--- src/sv/ata_seq_pkg.sv ---
// Shared types, codes and result-beat decoding for the ATA PIO LBA28 sequencer.
`default_nettype none

package ata_seq_pkg;

    localparam logic [20:0] POLL_LIMIT   = 21'd2000000;
    localparam int          SECTOR_WORDS = 256;

    localparam logic [1:0] KIND_REQUEST = 2'd0;
    localparam logic [1:0] KIND_REPLY   = 2'd1;
    localparam logic [1:0] KIND_WDATA   = 2'd2;

    localparam logic [1:0] OP_IDENTIFY = 2'd0;
    localparam logic [1:0] OP_READ     = 2'd1;
    localparam logic [1:0] OP_WRITE    = 2'd2;
    localparam logic [1:0] OP_INVALID  = 2'd3;

    localparam logic [9:0] PORT_DATA    = 10'h1F0;
    localparam logic [9:0] PORT_FEATURE = 10'h1F1;
    localparam logic [9:0] PORT_COUNT   = 10'h1F2;
    localparam logic [9:0] PORT_LBA_LO  = 10'h1F3;
    localparam logic [9:0] PORT_LBA_MID = 10'h1F4;
    localparam logic [9:0] PORT_LBA_HI  = 10'h1F5;
    localparam logic [9:0] PORT_DRIVE   = 10'h1F6;
    localparam logic [9:0] PORT_STATUS  = 10'h1F7;

    localparam logic [7:0] DRV_SELECT       = 8'hA0;
    localparam logic [7:0] DRV_LBA          = 8'hE0;
    localparam logic [7:0] OPC_READ_SECT    = 8'h20;
    localparam logic [7:0] OPC_WRITE_SECT   = 8'h30;
    localparam logic [7:0] OPC_CACHE_FLUSH  = 8'hE7;
    localparam logic [7:0] OPC_IDENTIFY_DEV = 8'hEC;

    localparam int ST_BSY = 7;
    localparam int ST_DF  = 5;
    localparam int ST_DRQ = 3;
    localparam int ST_ERR = 0;

    localparam logic [8:0] ID_WORD_CAP_LO = 9'd60;
    localparam logic [8:0] ID_WORD_CAP_HI = 9'd61;

    typedef enum logic [3:0] {
        PH_IDLE, PH_PRE_BSY, PH_DELAY_A, PH_DELAY_B, PH_CHECK1, PH_CHECK2,
        PH_BSY, PH_DRQ, PH_RDATA, PH_WDATA, PH_FLUSH
    } phase_t;

    typedef enum logic [3:0] {
        SEQ_NONE, SEQ_FINISH, SEQ_RD_STATUS, SEQ_ID_START, SEQ_TASKFILE,
        SEQ_RD_DATA, SEQ_DATA_RD, SEQ_DATA_DONE, SEQ_WR_WORD, SEQ_WR_LAST
    } seq_t;

    typedef struct packed {
        seq_t        seq;
        logic        ok;
        logic [27:0] lba;
        logic        count;
        logic [7:0]  cmd;
        logic [15:0] value;
        logic [31:0] sector_count;
        logic        present;
    } desc_t;

    typedef struct packed {
        logic        access_valid;
        logic        access_write;
        logic [9:0]  access_port;
        logic        access_wide;
        logic [15:0] access_value;
        logic        data_valid;
        logic [15:0] data_word;
        logic        done_res;
        logic        ok;
        logic [31:0] sector_count;
        logic        present;
    } beat_t;

    function automatic logic [3:0] seq_len(seq_t s);
        logic [3:0] n;
        unique case (s)
            SEQ_FINISH, SEQ_RD_STATUS, SEQ_RD_DATA, SEQ_WR_WORD: n = 4'd1;
            SEQ_ID_START, SEQ_DATA_RD, SEQ_DATA_DONE:            n = 4'd2;
            SEQ_WR_LAST:                                         n = 4'd3;
            SEQ_TASKFILE:                                        n = 4'd8;
            default:                                             n = 4'd0;
        endcase
        return n;
    endfunction

    function automatic beat_t make_beat(desc_t d, logic [2:0] idx);
        beat_t      b;
        logic [9:0] port;
        logic [7:0] val;
        logic       rd;
        b              = '0;
        port           = PORT_STATUS;
        val            = 8'h00;
        rd             = 1'b0;
        b.sector_count = d.sector_count;
        b.present      = d.present;
        unique case (d.seq)
            SEQ_FINISH:
            begin
                b.done_res = 1'b1;
                b.ok       = d.ok;
            end
            SEQ_RD_STATUS:
            begin
                b.access_valid = 1'b1;
                b.access_port  = PORT_STATUS;
            end
            SEQ_ID_START:
            begin
                b.access_valid = 1'b1;
                b.access_port  = (idx == 3'd0) ? PORT_DRIVE : PORT_STATUS;
                b.access_write = (idx == 3'd0);
                b.access_value = (idx == 3'd0) ? {8'h00, DRV_SELECT} : 16'h0000;
            end
            SEQ_TASKFILE:
            begin
                case (idx)
                    3'd0:
                    begin
                        port = PORT_DRIVE;
                        val  = DRV_LBA | {4'h0, d.lba[27:24]};
                    end
                    3'd1: port = PORT_FEATURE;
                    3'd2:
                    begin
                        port = PORT_COUNT;
                        val  = {7'd0, d.count};
                    end
                    3'd3:
                    begin
                        port = PORT_LBA_LO;
                        val  = d.lba[7:0];
                    end
                    3'd4:
                    begin
                        port = PORT_LBA_MID;
                        val  = d.lba[15:8];
                    end
                    3'd5:
                    begin
                        port = PORT_LBA_HI;
                        val  = d.lba[23:16];
                    end
                    3'd6:
                    begin
                        port = PORT_STATUS;
                        val  = d.cmd;
                    end
                    default: rd = 1'b1;
                endcase
                b.access_valid = 1'b1;
                b.access_write = ~rd;
                b.access_port  = port;
                b.access_value = {8'h00, val};
            end
            SEQ_RD_DATA:
            begin
                b.access_valid = 1'b1;
                b.access_port  = PORT_DATA;
                b.access_wide  = 1'b1;
            end
            SEQ_DATA_RD:
            begin
                if (idx == 3'd0)
                begin
                    b.data_valid = 1'b1;
                    b.data_word  = d.value;
                end
                else
                begin
                    b.access_valid = 1'b1;
                    b.access_port  = PORT_DATA;
                    b.access_wide  = 1'b1;
                end
            end
            SEQ_DATA_DONE:
            begin
                if (idx == 3'd0)
                begin
                    b.data_valid = 1'b1;
                    b.data_word  = d.value;
                end
                else
                begin
                    b.done_res = 1'b1;
                    b.ok       = 1'b1;
                end
            end
            SEQ_WR_WORD:
            begin
                b.access_valid = 1'b1;
                b.access_write = 1'b1;
                b.access_port  = PORT_DATA;
                b.access_wide  = 1'b1;
                b.access_value = d.value;
            end
            SEQ_WR_LAST:
            begin
                b.access_valid = 1'b1;
                case (idx)
                    3'd0:
                    begin
                        b.access_write = 1'b1;
                        b.access_port  = PORT_DATA;
                        b.access_wide  = 1'b1;
                        b.access_value = d.value;
                    end
                    3'd1:
                    begin
                        b.access_write = 1'b1;
                        b.access_port  = PORT_STATUS;
                        b.access_value = {8'h00, OPC_CACHE_FLUSH};
                    end
                    default: b.access_port = PORT_STATUS;
                endcase
            end
            default: b.sector_count = d.sector_count;
        endcase
        return b;
    endfunction

endpackage

`default_nettype wire

--- src/sv/ata_seq_core.sv ---
// Input register, transaction state and per-item step logic of the sequencer.
`default_nettype none

module ata_seq_core (
    input  wire logic               clk,
    input  wire logic               rst_n,
    input  wire logic               in_valid,
    output logic                    in_ready,
    input  wire logic [1:0]         in_kind,
    input  wire logic [1:0]         in_op,
    input  wire logic [27:0]        in_lba,
    input  wire logic [15:0]        in_reply,
    input  wire logic [15:0]        in_wword,
    input  wire logic               can_load,
    output logic                    load,
    output ata_seq_pkg::desc_t      desc
);
    import ata_seq_pkg::*;

    logic        item_valid_reg;
    logic [1:0]  kind_reg;
    logic [1:0]  op_reg;
    logic [27:0] lba_reg;
    logic [15:0] reply_reg;
    logic [15:0] wword_reg;

    phase_t      phase_reg, phase_next;
    logic [20:0] poll_count_reg, poll_count_next;
    logic [8:0]  word_index_reg, word_index_next;
    logic [1:0]  delay_count_reg, delay_count_next;
    logic [27:0] held_lba_reg, held_lba_next;
    logic [1:0]  held_op_reg, held_op_next;
    logic        present_reg, present_next;
    logic [31:0] total_reg, total_next;

    logic [7:0]  status;
    logic        busy;
    logic        fault;
    logic        drq;
    logic        poll_out;
    logic        delay_end;
    logic [8:0]  word_inc;
    logic        words_done;
    logic        is_identify;
    logic        req_reject;

    assign load     = item_valid_reg & can_load;
    assign in_ready = ~item_valid_reg | load;

    assign status      = reply_reg[7:0];
    assign busy        = status[ST_BSY];
    assign fault       = status[ST_DF] | status[ST_ERR];
    assign drq         = status[ST_DRQ];
    assign poll_out    = poll_count_reg >= POLL_LIMIT;
    assign delay_end   = delay_count_reg == 2'd3;
    assign word_inc    = word_index_reg + 9'd1;
    assign words_done  = word_inc >= 9'(SECTOR_WORDS);
    assign is_identify = held_op_reg == OP_IDENTIFY;
    assign req_reject  = (op_reg == OP_INVALID) | ~present_reg;

    always_ff @(posedge clk or negedge rst_n)
    begin
        if (!rst_n)
        begin
            item_valid_reg <= 1'b0;
        end
        else if (in_valid && in_ready)
        begin
            item_valid_reg <= 1'b1;
        end
        else if (load)
        begin
            item_valid_reg <= 1'b0;
        end
    end

    always_ff @(posedge clk)
    begin
        if (in_valid && in_ready)
        begin
            kind_reg  <= in_kind;
            op_reg    <= in_op;
            lba_reg   <= in_lba;
            reply_reg <= in_reply;
            wword_reg <= in_wword;
        end
    end

    always_ff @(posedge clk or negedge rst_n)
    begin
        if (!rst_n)
        begin
            phase_reg       <= PH_IDLE;
            poll_count_reg  <= '0;
            word_index_reg  <= '0;
            delay_count_reg <= '0;
            held_lba_reg    <= '0;
            held_op_reg     <= '0;
            present_reg     <= 1'b0;
            total_reg       <= '0;
        end
        else if (load)
        begin
            phase_reg       <= phase_next;
            poll_count_reg  <= poll_count_next;
            word_index_reg  <= word_index_next;
            delay_count_reg <= delay_count_next;
            held_lba_reg    <= held_lba_next;
            held_op_reg     <= held_op_next;
            present_reg     <= present_next;
            total_reg       <= total_next;
        end
    end

    // next state
    always_comb
    begin
        phase_next       = phase_reg;
        poll_count_next  = poll_count_reg;
        word_index_next  = word_index_reg;
        delay_count_next = delay_count_reg;
        held_lba_next    = held_lba_reg;
        held_op_next     = held_op_reg;
        present_next     = present_reg;
        total_next       = total_reg;
        unique case (kind_reg)
            KIND_REQUEST:
            begin
                if (phase_reg == PH_IDLE)
                begin
                    if (op_reg == OP_IDENTIFY)
                    begin
                        held_op_next     = OP_IDENTIFY;
                        phase_next       = PH_DELAY_A;
                        delay_count_next = 2'd0;
                    end
                    else if (!req_reject)
                    begin
                        held_op_next    = op_reg;
                        held_lba_next   = lba_reg;
                        phase_next      = PH_PRE_BSY;
                        poll_count_next = 21'd1;
                    end
                end
            end
            KIND_REPLY:
            begin
                unique case (phase_reg)
                    PH_DELAY_A, PH_DELAY_B:
                    begin
                        if (!delay_end)
                        begin
                            delay_count_next = delay_count_reg + 2'd1;
                        end
                        else
                        begin
                            delay_count_next = 2'd0;
                            if (phase_reg == PH_DELAY_A)
                            begin
                                phase_next = PH_CHECK1;
                            end
                            else if (is_identify)
                            begin
                                phase_next = PH_CHECK2;
                            end
                            else
                            begin
                                phase_next      = PH_BSY;
                                poll_count_next = 21'd1;
                            end
                        end
                    end
                    PH_CHECK1:
                    begin
                        if (status == 8'h00)
                        begin
                            phase_next = PH_IDLE;
                        end
                        else
                        begin
                            phase_next       = PH_DELAY_B;
                            delay_count_next = 2'd0;
                        end
                    end
                    PH_CHECK2:
                    begin
                        if (status == 8'h00)
                        begin
                            phase_next = PH_IDLE;
                        end
                        else
                        begin
                            phase_next      = PH_BSY;
                            poll_count_next = 21'd1;
                        end
                    end
                    PH_PRE_BSY, PH_BSY, PH_FLUSH:
                    begin
                        if (!busy)
                        begin
                            if (phase_reg == PH_PRE_BSY)
                            begin
                                phase_next       = PH_DELAY_B;
                                delay_count_next = 2'd0;
                            end
                            else if (phase_reg == PH_BSY)
                            begin
                                phase_next      = PH_DRQ;
                                poll_count_next = 21'd1;
                            end
                            else
                            begin
                                phase_next = PH_IDLE;
                            end
                        end
                        else if (poll_out)
                        begin
                            phase_next = PH_IDLE;
                        end
                        else
                        begin
                            poll_count_next = poll_count_reg + 21'd1;
                        end
                    end
                    PH_DRQ:
                    begin
                        if (fault)
                        begin
                            phase_next = PH_IDLE;
                        end
                        else if (drq)
                        begin
                            word_index_next = 9'd0;
                            phase_next = (held_op_reg == OP_WRITE) ? PH_WDATA : PH_RDATA;
                        end
                        else if (poll_out)
                        begin
                            phase_next = PH_IDLE;
                        end
                        else
                        begin
                            poll_count_next = poll_count_reg + 21'd1;
                        end
                    end
                    PH_RDATA:
                    begin
                        if (is_identify && word_index_reg == ID_WORD_CAP_LO)
                        begin
                            total_next[15:0] = reply_reg;
                        end
                        else if (is_identify && word_index_reg == ID_WORD_CAP_HI)
                        begin
                            total_next[31:16] = reply_reg;
                        end
                        word_index_next = word_inc;
                        if (words_done)
                        begin
                            phase_next = PH_IDLE;
                            if (is_identify)
                            begin
                                present_next = 1'b1;
                            end
                        end
                    end
                    default: phase_next = phase_reg;
                endcase
            end
            KIND_WDATA:
            begin
                if (phase_reg == PH_WDATA)
                begin
                    word_index_next = word_inc;
                    if (words_done)
                    begin
                        phase_next      = PH_FLUSH;
                        poll_count_next = 21'd1;
                    end
                end
            end
            default: phase_next = phase_reg;
        endcase
    end

    // result sequence for this item
    always_comb
    begin
        desc              = '0;
        desc.seq          = SEQ_NONE;
        desc.sector_count = total_next;
        desc.present      = present_next;
        unique case (kind_reg)
            KIND_REQUEST:
            begin
                if (phase_reg == PH_IDLE)
                begin
                    if (op_reg == OP_IDENTIFY)
                    begin
                        desc.seq = SEQ_ID_START;
                    end
                    else if (req_reject)
                    begin
                        desc.seq = SEQ_FINISH;
                    end
                    else
                    begin
                        desc.seq = SEQ_RD_STATUS;
                    end
                end
            end
            KIND_REPLY:
            begin
                unique case (phase_reg)
                    PH_DELAY_A, PH_DELAY_B: desc.seq = SEQ_RD_STATUS;
                    PH_CHECK1:
                    begin
                        if (status == 8'h00)
                        begin
                            desc.seq = SEQ_FINISH;
                        end
                        else
                        begin
                            desc.seq = SEQ_TASKFILE;
                            desc.cmd = OPC_IDENTIFY_DEV;
                        end
                    end
                    PH_CHECK2:
                    begin
                        desc.seq = (status == 8'h00) ? SEQ_FINISH : SEQ_RD_STATUS;
                    end
                    PH_PRE_BSY, PH_BSY, PH_FLUSH:
                    begin
                        if (!busy)
                        begin
                            if (phase_reg == PH_PRE_BSY)
                            begin
                                desc.seq   = SEQ_TASKFILE;
                                desc.lba   = held_lba_reg;
                                desc.count = 1'b1;
                                desc.cmd   = (held_op_reg == OP_WRITE) ? OPC_WRITE_SECT
                                                                       : OPC_READ_SECT;
                            end
                            else if (phase_reg == PH_BSY)
                            begin
                                desc.seq = SEQ_RD_STATUS;
                            end
                            else
                            begin
                                desc.seq = SEQ_FINISH;
                                desc.ok  = 1'b1;
                            end
                        end
                        else if (poll_out)
                        begin
                            desc.seq = SEQ_FINISH;
                            desc.ok  = phase_reg == PH_FLUSH;
                        end
                        else
                        begin
                            desc.seq = SEQ_RD_STATUS;
                        end
                    end
                    PH_DRQ:
                    begin
                        if (fault)
                        begin
                            desc.seq = SEQ_FINISH;
                        end
                        else if (drq)
                        begin
                            desc.seq = (held_op_reg == OP_WRITE) ? SEQ_NONE : SEQ_RD_DATA;
                        end
                        else if (poll_out)
                        begin
                            desc.seq = SEQ_FINISH;
                        end
                        else
                        begin
                            desc.seq = SEQ_RD_STATUS;
                        end
                    end
                    PH_RDATA:
                    begin
                        desc.value = reply_reg;
                        desc.ok    = 1'b1;
                        if (is_identify)
                        begin
                            desc.seq = words_done ? SEQ_FINISH : SEQ_RD_DATA;
                        end
                        else
                        begin
                            desc.seq = words_done ? SEQ_DATA_DONE : SEQ_DATA_RD;
                        end
                    end
                    default: desc.seq = SEQ_NONE;
                endcase
            end
            KIND_WDATA:
            begin
                if (phase_reg == PH_WDATA)
                begin
                    desc.value = wword_reg;
                    desc.seq   = words_done ? SEQ_WR_LAST : SEQ_WR_WORD;
                end
            end
            default: desc.seq = SEQ_NONE;
        endcase
    end

endmodule

`default_nettype wire

--- src/sv/ata_seq_emit.sv ---
// Result register and beat serializer: one result transfer per cycle while out_ready is high.
`default_nettype none

module ata_seq_emit (
    input  wire logic                clk,
    input  wire logic                rst_n,
    input  wire logic                load,
    input  wire ata_seq_pkg::desc_t  desc,
    output logic                     can_load,
    output logic                     out_valid,
    input  wire logic                out_ready,
    output ata_seq_pkg::beat_t       beat,
    output logic                     beat_last
);
    import ata_seq_pkg::*;

    desc_t      desc_reg;
    logic       busy_reg;
    logic [2:0] idx_reg;
    logic [3:0] len;
    logic       take;

    assign len       = seq_len(desc_reg.seq);
    assign beat      = make_beat(desc_reg, idx_reg);
    assign beat_last = ({1'b0, idx_reg} + 4'd1) == len;
    assign out_valid = busy_reg;
    assign take      = busy_reg & out_ready;
    assign can_load  = ~busy_reg | (take & beat_last);

    always_ff @(posedge clk or negedge rst_n)
    begin
        if (!rst_n)
        begin
            busy_reg <= 1'b0;
            idx_reg  <= '0;
        end
        else if (load)
        begin
            busy_reg <= desc.seq != SEQ_NONE;
            idx_reg  <= '0;
        end
        else if (take)
        begin
            idx_reg <= idx_reg + 3'd1;
            if (beat_last)
            begin
                busy_reg <= 1'b0;
            end
        end
    end

    always_ff @(posedge clk)
    begin
        if (load)
        begin
            desc_reg <= desc;
        end
    end

endmodule

`default_nettype wire

--- src/sv/ata_pio_lba28_sequencer_unit.sv ---
// Top level of the ATA PIO LBA28 host sequencer with stream ports.
`default_nettype none

// Polled ATA PIO host sequencer for the primary channel master drive. Requests,
// bus read replies and write data words enter on the slave stream (kind on
// s_tuser); every port access, sector word and completion leaves on the
// master stream, with tlast on the final transfer caused by an input item.
// An item is held in the input register, then its step is evaluated and its
// results (zero to eight transfers) are loaded into the result register and
// sent one per cycle while m_tready is high, the first offered in the cycle
// after the step. The input side takes a new item every cycle as long as the
// result register is empty or its final transfer leaves in that cycle; the
// serializer is the only limit on throughput. Items that cause no result
// still take a step. Every status poll gives up after 2000000 reads.
module ata_pio_lba28_sequencer_unit (
    input  wire logic        clk,
    input  wire logic        rst_n,
    input  wire logic        s_tvalid,
    output logic             s_tready,
    input  wire logic [63:0] s_tdata,   // op[1:0], lba[29:2], reply_value[45:30],
                                        // write_word[61:46], zero[63:62]
    input  wire logic [1:0]  s_tuser,   // kind[1:0]
    output logic             m_tvalid,
    input  wire logic        m_tready,
    output logic [79:0]      m_tdata,   // access_write[0], access_port[10:1],
                                        // access_wide[11], access_value[27:12],
                                        // data_word[43:28], ok[44],
                                        // sector_count[76:45], present[77], zero[79:78]
    output logic [2:0]       m_tuser,   // access_valid[0], data_valid[1], done_res[2]
    output logic             m_tlast
);
    import ata_seq_pkg::*;

    desc_t desc;
    beat_t beat;
    logic  load;
    logic  can_load;

    ata_seq_core u_core (
        .clk      (clk),
        .rst_n    (rst_n),
        .in_valid (s_tvalid),
        .in_ready (s_tready),
        .in_kind  (s_tuser),
        .in_op    (s_tdata[1:0]),
        .in_lba   (s_tdata[29:2]),
        .in_reply (s_tdata[45:30]),
        .in_wword (s_tdata[61:46]),
        .can_load (can_load),
        .load     (load),
        .desc     (desc)
    );

    ata_seq_emit u_emit (
        .clk       (clk),
        .rst_n     (rst_n),
        .load      (load),
        .desc      (desc),
        .can_load  (can_load),
        .out_valid (m_tvalid),
        .out_ready (m_tready),
        .beat      (beat),
        .beat_last (m_tlast)
    );

    assign m_tdata = {2'b00, beat.present, beat.sector_count, beat.ok, beat.data_word,
                      beat.access_value, beat.access_wide, beat.access_port,
                      beat.access_write};
    assign m_tuser = {beat.done_res, beat.data_valid, beat.access_valid};

endmodule

`default_nettype wire

--- config.mk ---
export PLATFORM = sky130hd
export DESIGN_NAME = ata_pio_lba28_sequencer_unit
export DESIGN_NICKNAME = d
export VERILOG_FILES = /design/src/sv/ata_seq_pkg.sv /design/src/sv/ata_seq_core.sv /design/src/sv/ata_seq_emit.sv /design/src/sv/ata_pio_lba28_sequencer_unit.sv
export SDC_FILE = /design/constraint.sdc
export NUM_CORES = 1
export LEC_CHECK = 0
export BUFFER_PORTS_ARGS = -buffer_cell sky130_fd_sc_hd__clkbuf_2
export CORE_ASPECT_RATIO = 2
export CORE_MARGIN = 4
export CORE_UTILIZATION = 48
export DETAILED_ROUTE_END_ITERATION = 8
export PLACE_DENSITY = 0.77
export SLEW_MARGIN = 20
export SYNTH_ARGS = -nofsm -noshare
export SYNTH_HDL_FRONTEND = slang
export SYNTH_HIERARCHICAL = 1
export SYNTH_SLANG_ARGS = --single-unit
--- constraint.sdc ---
create_clock -name clk -period 6.5 [get_ports clk]
set_clock_uncertainty 0.1 [all_clocks]
set_input_delay 1.95 -clock clk [delete_from_list [all_inputs] [get_ports clk]]
set_output_delay 1.95 -clock clk [all_outputs]
set_load 0.01 [all_outputs]
==> results of run 1 <==
## Yosys cell counts, drive strengths merged (5+ instances only)
cell type / number / share of area, %
edfxtp: 155 / 37
and3: 10 / 0.49
clkbuf: 32 / 0.95
nand2b: 12 / 0.65
dfrtp: 104 / 21
mux2i: 5 / 0.40
o21ai: 57 / 2.3
mux2: 94 / 8.4
o211ai: 5 / 0.34
o31ai: 26 / 1.9
nand3: 40 / 1.6
nor2: 64 / 1.9
ha: 17 / 1.7
nor3: 8 / 0.40
a31oi: 15 / 0.74
a211oi: 6 / 0.49
nand2: 47 / 1.4
nand4: 6 / 0.30
and2: 58 / 2.9
nor4: 12 / 0.59
a221o: 7 / 0.55
a21oi: 31 / 1.2
or2: 5 / 0.25
inv: 26 / 0.77
nor2b: 12 / 0.65
buf: 75 / 4.4
a221oi: 5 / 0.35
a22oi: 23 / 1.4
## worst max-delay path, delay by kind of cell (launching register included)
family,cells,cell delay [ps]
fa+ha+maj,1,460
compound gates,3,1100
flops,1,630
buf+inv,2,350
## per-stage QoR
stage / area (sq um) / setup slack, ps
after floorplan: 12700 / 638
after global placement: 13300 / 1910
after detailed placement: 13300 / 1890
after CTS: 13900 / 1410
after global routing: 13900 / 1220
final: 13900 / 1400
## routing by layer
metal | vias up | GRT usage [%]
li1 | 3952 | -
met1 | 4184 | 22.6
met2 | 332 | 35.2
met3 | 75 | 2.50
met4 | 0 | 8.29
met5 | - | 0
## cell type report
| class | instances | area share (%) |
|---|---|---|
| flip-flops and latches | 262 | 52.5 |
| multi-input cells | 642 | 32.9 |
| diodes | 1 | 0.0179 |
| inverters | 28 | 0.772 |
| clock buffers | 34 | 4.64 |
| well taps | 340 | 3.05 |
| clock inverters | 6 | 0.215 |
| repair buffers | 160 | 5.96 |
## placed cells by master, fill, tap and decap left out, types with 11 or more instances in the layout
master,count
edfxtp_1,155
clkbuf_2,148
dfrtp_1,104
mux2_2,94
nor2_1,63
and2_1,56
o21ai_0,51
nand2_1,47
nand3_1,40
a21oi_1,31
inv_1,24
clkbuf_16,23
a22oi_1,23
o31ai_1,17
ha_1,17
a31oi_1,15
buf_4,12
nor2b_1,11
nor4_1,11
nand2b_1,11
## cell families (layout without fill, tap and decap cells)
logic type | Yosys count | in the layout | synth area share, %
simple gates | 292 | 292 | 12.4
xor+xnor | 5 | 5 | 0.346
mux | 99 | 99 | 8.77
buf+inv | 135 | 228 | 6.14
compound gates | 222 | 222 | 12.6
fa+ha+maj | 18 | 18 | 1.76
other cells | 3 | 7 | 0.0890
flops | 262 | 262 | 57.9
## path summary, 6_finish.rpt
kind / start / endpoint
min: u_core/lba_reg[21] / u_core/held_lba_reg[21]
max in group asynchronous: rst_n / u_core/total_reg[4]
min reg2reg: u_core/lba_reg[21] / u_core/held_lba_reg[21]
max reg2reg: u_core/kind_reg[1] / u_core/total_reg[17]
min in group asynchronous: rst_n / u_core/held_lba_reg[7]
max: u_emit/idx_reg[2] / m_tdata[13]
## power breakdown
part,internal (uW),switching (uW),leakage [uW]
Clock,686,557,0.000329
Sequential,2030,229,0.00301
Combinational,375,628,0.00253
Total,3090,1410,0.00587
==> flow_metrics.py, run 1 <==
metrics = {
    "synthesis": {
        "yosysUniqueCellTypes": 86,
        "synth.avg_cell_area_sq_um": 12.2,
        "yosysWarnings": 6,
        "yosysSeqAreaShare_pct": 57.9,
        "synth_edf_count": 155,
        "ys_dominant_reg_cell": "edfxtp_1",
        "async_reset_ff_share_pct": 39.7,
        "ys_ff_latch": 262,
        "syn_inst": 1036,
        "syn_area_sq_um": 12600,
    },
    "clock_network": {
        "cts.repair.resized": 0,
        "cts_root_buf": "clkbuf_16",
        "cts_sinks": 262,
        "cts_made_buffers": 22,
        "cts_setup_buffers": 0,
        "clk_pin_slew_ps": 60,
        "cts_hold_buffers": 0,
        "htreeDepth": 1,
        "cts_tree": "done",
        "insertion_delay_ps": 510,
        "cts_buffer_depth": 3,
    },
    "cells_and_area": {
        "drive_gt1_share_pct": 28.0,
        "largest_register_ffs": 58,
        "area_delta_synth_final_pct": 10.3,
        "fin_cells": 1473,
        "multi_input_area_sq_um": 4580,
        "seqCellArea_sq_um": 7320,
        "final_util_pct": 53.9,
        "nNetsFinal": 1203,
        "fillers": 2148,
    },
    "routing": {
        "m1WireLength_microns": 10500,
        "drc": 0,
        "wire_per_inst_microns": 19.4,
        "routed-wl-met2_microns": 15300,
        "vias": 8543,
        "drt_iter0_drc": 770,
        "wl_met3_microns": 1620,
        "firstDrtPassIters": 5,
        "viasPerCell": 5.80,
        "drt.antenna.violating_nets": 0,
        "wirelength_microns": 28600,
        "highest_layer": "met4",
    },
    "global_route": {
        "grtUsageTotal_pct": 19.4,
        "grt.overflow.total": 0,
        "grt_pass1_wl_microns": 44700,
        "grt_max_degree": 76,
        "grt_antenna_before_repair": 1,
        "grt_pass1_vias": 8315,
    },
    "sta": {
        "slew_headroom_pct": 33.2,
        "fmax_ghz": 0.196,
        "finalHoldViolations": 0,
        "min_period_ps": 5100,
        "setup_tns_ps": 0,
        "worst_pin_slew_ps": 1000,
        "period_share_pct": 78.5,
        "rsz0062_at_grt": "false",
        "hold_slack_ps": 376,
        "setup_viol": 0,
        "drv_slew": 0,
    },
    "floorplan": {
        "chipHeight_microns": 238,
        "dieArea_sq_um": 29200,
        "fp-row-count": 83,
        "ios": 156,
        "die_w_microns": 123,
        "core_sq_um": 25900,
        "initial_utilization_pct": 48.9,
    },
    "power": {
        "power.ir.vdd_worst_uv": 195,
        "power_leakage_uw": 0.00587,
        "p_total_uw": 4500,
        "p_per_area_nw_per_um2": 323,
    },
    "place": {
        "dpl.hpwl_microns": 20200,
        "io_buffer_count": 149,
        "dp_cells": 1432,
        "gp_congestion": 0.936,
    },
    "worst_setup_path": {
        "ff2ff_setup_slack_ps": 2050,
        "crit_path_cell_trace": "inv_2 -> ha_1 -> a222oi_1 -> o21ai_1 -> a221o_1 -> clkbuf_2",
        "crit_type": "reg2out",
        "path_max_fanout": 14,
        "ff2ff_path_depth": 8,
        "worstPathRequired_ps": 4450,
        "crit_arrival_ps": 3050,
        "worst_setup_path_end_kind": "primary output",
        "cpPeakStageDelay_ps": 630,
        "cpMaxStageDelayCell": "dfrtp_1",
        "cp-start-kind": "flop",
    },
    "run_status": {
        "status": "finished clean",
    },
    "run": {
        "max_cap_viol_count": 0,
    },
    "worst_hold_path": {
        "hold_class": "reg2reg",
        "whs_path_depth": 1,
    },
}
No activity file was read; power rests on OpenSTA's default activity.
==> inputs of run 2 (changes only) <==
Settings changed: ABC_AREA set to 1, PLACE_DENSITY 0.77 to 0.79.
Clock period 6.5 ns to 4.44 ns, I/O delays scaled along.
==> run 2 against run 1 <==
Sequential share of layout area decreased by 3.1 points. Largest cell class unchanged. Sequential power grew 53%. Combinational power grew 120%. Cell count rose by 37%. Critical path type unchanged.
==> flow_metrics.py, run 2 <==
metrics = {
    "worst_setup_path": {
        "endpoint": "m_tdata[13]",
        "startpoint": "u_emit/idx_reg[0]",
        "cp-start-kind": "flop",
        "crit_type": "reg2out",
        "ff2ff_setup_slack_ps": 940,
        "r2r_start": "u_emit/idx_reg[2]",
        "crit_arrival_ps": 2720,
        "worstPathRequired_ps": 3010,
        "path_max_fanout": 17,
        "r2r-end": "u_emit/len[1]",
        "ff2ff_path_depth": 15,
        "worst_setup_path_end_kind": "primary output",
    },
    "synthesis": {
        "yosys.area.top_type_share_pct": 35.2,
        "yosysUniqueCellTypes": 47,
        "ys_ff_latch": 262,
        "yosysSeqAreaShare_pct": 55.4,
        "synth_top_family_by_area": "simple AND/OR/NAND/NOR gates",
        "syn_inst": 1546,
        "synth_xor_area_share_pct": 0.795,
        "synth_compound_area_share_pct": 7.70,
        "yosys.area_share.simple_pct": 23.8,
        "yosysWarnings": 6,
        "async_reset_ff_share_pct": 39.7,
        "synth_area_leaders": "edfxtp_1 (35%), dfrtp_1 (20%), nand2_1 (12%)",
        "synth.most_common_cell": "nand2_1",
        "syn_area_sq_um": 13200,
        "synth.avg_cell_area_sq_um": 8.55,
        "synth_fa_ha_area_share_pct": 1.61,
        "netlist_top_cells_count": "nand2_1 (408), inv_1 (200), nor2_1 (172)",
        "yosysTopAreaCell": "edfxtp_1",
        "synth.area.mux_share_pct": 0,
        "ys_dominant_reg_cell": "edfxtp_1",
        "synth_edf_count": 155,
    },
    "cells_and_area": {
        "multi_input_area_sq_um": 4520,
        "final_cell_mix": "nand2_1 (407), inv_1 (199), nor2_1 (172)",
        "fillers": 2403,
        "nNetsFinal": 1734,
        "fin_cells": 2013,
        "seqCellArea_sq_um": 7320,
        "final_common_cell": "nand2_1",
        "drive_gt1_share_pct": 15.3,
        "largest_register_ffs": 58,
        "area_delta_synth_final_pct": 12.2,
        "final_area_sq_um": 14800,
        "n_antenna_cell": 0,
    },
    "floorplan": {
        "fp-row-count": 85,
        "chipHeight_microns": 243,
        "core_sq_um": 27000,
        "ios": 156,
        "initial_utilization_pct": 48.9,
        "dieArea_sq_um": 30400,
        "die_w_microns": 125,
    },
    "place": {
        "io_buffer_count": 149,
        "dpl.hpwl_microns": 24500,
        "placed_area_sq_um": 14000,
        "gp_congestion": 0.983,
        "dp_cells": 1969,
    },
    "sta": {
        "fmax_ghz": 0.241,
        "slew_headroom_pct": 49.4,
        "worst_pin_slew_ps": 756,
        "setup_viol": 0,
        "min_period_ps": 4160,
        "period_share_pct": 93.6,
        "drv_slew": 0,
        "finalHoldViolations": 0,
        "setup_tns_ps": 0,
        "rsz0062_at_grt": "false",
    },
    "clock_network": {
        "cts_made_buffers": 24,
        "cts_buffer_depth": 3,
        "htreeDepth": 1,
        "cts_sinks": 262,
        "cts_hold_buffers": 0,
        "cts_root_buf": "clkbuf_16",
        "cts_tree": "done",
        "insertion_delay_ps": 530,
        "cts.repair.resized": 0,
        "clk_pin_slew_ps": 70,
        "cts_setup_buffers": 0,
    },
    "run_status": {
        "status": "finished clean",
    },
    "global_route": {
        "grt_pass1_vias": 10400,
        "grt_max_degree": 65,
        "grt.overflow.total": 0,
        "grt_antenna_before_repair": 0,
        "grtUsageTotal_pct": 21.6,
        "grt_pass1_wl_microns": 53000,
    },
    "run": {
        "max_cap_viol_count": 0,
    },
    "routing": {
        "drt_iter0_drc": 656,
        "firstDrtPassIters": 8,
        "drt.antenna.violating_nets": 0,
        "drc": 0,
        "wire_per_inst_microns": 16.4,
        "vias": 10500,
        "wirelength_microns": 33100,
        "viasPerCell": 5.22,
    },
    "power": {
        "p_per_area_nw_per_um2": 527,
        "power_leakage_uw": 0.00717,
        "power.ir.vdd_worst_uv": 313,
    },
    "worst_hold_path": {
        "hold_class": "reg2reg",
        "holdCritStartpoint": "u_core/total_reg[1]",
    },
}
==> run 2: critical path: stages, from the launching register on <==
cell and delay, ps:
dfrtp_1 450, inv_1 150, ha_1 300, inv_2 110, nor2_8 160, inv_2 80, nand2_2 70, nand2_2 240
o21ai_1 280, o21bai_1 170, clkbuf_2 170
==> run 2: power by group <==
group / switching (uW) / internal, uW
clock: 883 / 1270
sequential: 280 / 3170
combinational: 1570 / 634
total: 2740 / 5080
==> run 2: metal layers <==
layer / vias up / share of wire [%] / track usage (%) / wire, microns
met1: 4895 / 37 / 24.3 / 12300
met2: 366 / 52 / 39.3 / 17300
met4: 0 / 5.4 / 11.1 / 1780
met5: - / 0 / 0 / 0
met3: 100 / 5.1 / 2.82 / 1680
li1: 5137 / - / - / -
==> run 2: cell type report <==
type	instances	area share [%]
Tap cell	348	2.94
Inverter	219	5.59
Multi-Input combinational cell	974	30.5
Clock buffer	31	4.37
Sequential cell	262	49.4
Clock inverter	13	1.16
Timing Repair Buffer	166	6.08
==> run 2: cell families (layout without fill, tap and decap cells) <==
group	Yosys count	in the layout
and+or+nand+nor	747	747
AOI/OAI and AO/OA	192	192
DFF	262	262
other	3	6
adders and majority gates	17	17
buffers and inverters	313	429
xor gates and xnor gates	12	12
==> run 2: stage by stage <==
stage | hold WS [ps] | total power, uW | setup slack (ps) | utilization (%)
floorplan | 353 | 5000 | 128 | -
global placement | 367 | 5650 | 825 | 51.8
detailed placement | 374 | 5710 | 820 | 51.8
CTS | 388 | 7880 | 269 | 54.9
global route | 407 | 8270 | 56.7 | 54.9
finish | 389 | 7810 | 283 | 54.9
==> run 2: worst min-delay path by stage <==
stage                          end  slack (ps)  cells past startpoint
3_5_place_dp   u_core/total_reg[1]         370                      2
5_1_grt        u_core/total_reg[1]         410                      2
6_report       u_core/total_reg[1]         390                      2
3_3_place_gp   u_core/total_reg[1]         370                      2
2_1_floorplan  u_core/total_reg[0]         350                      2
4_1_cts        u_core/total_reg[1]         390                      2
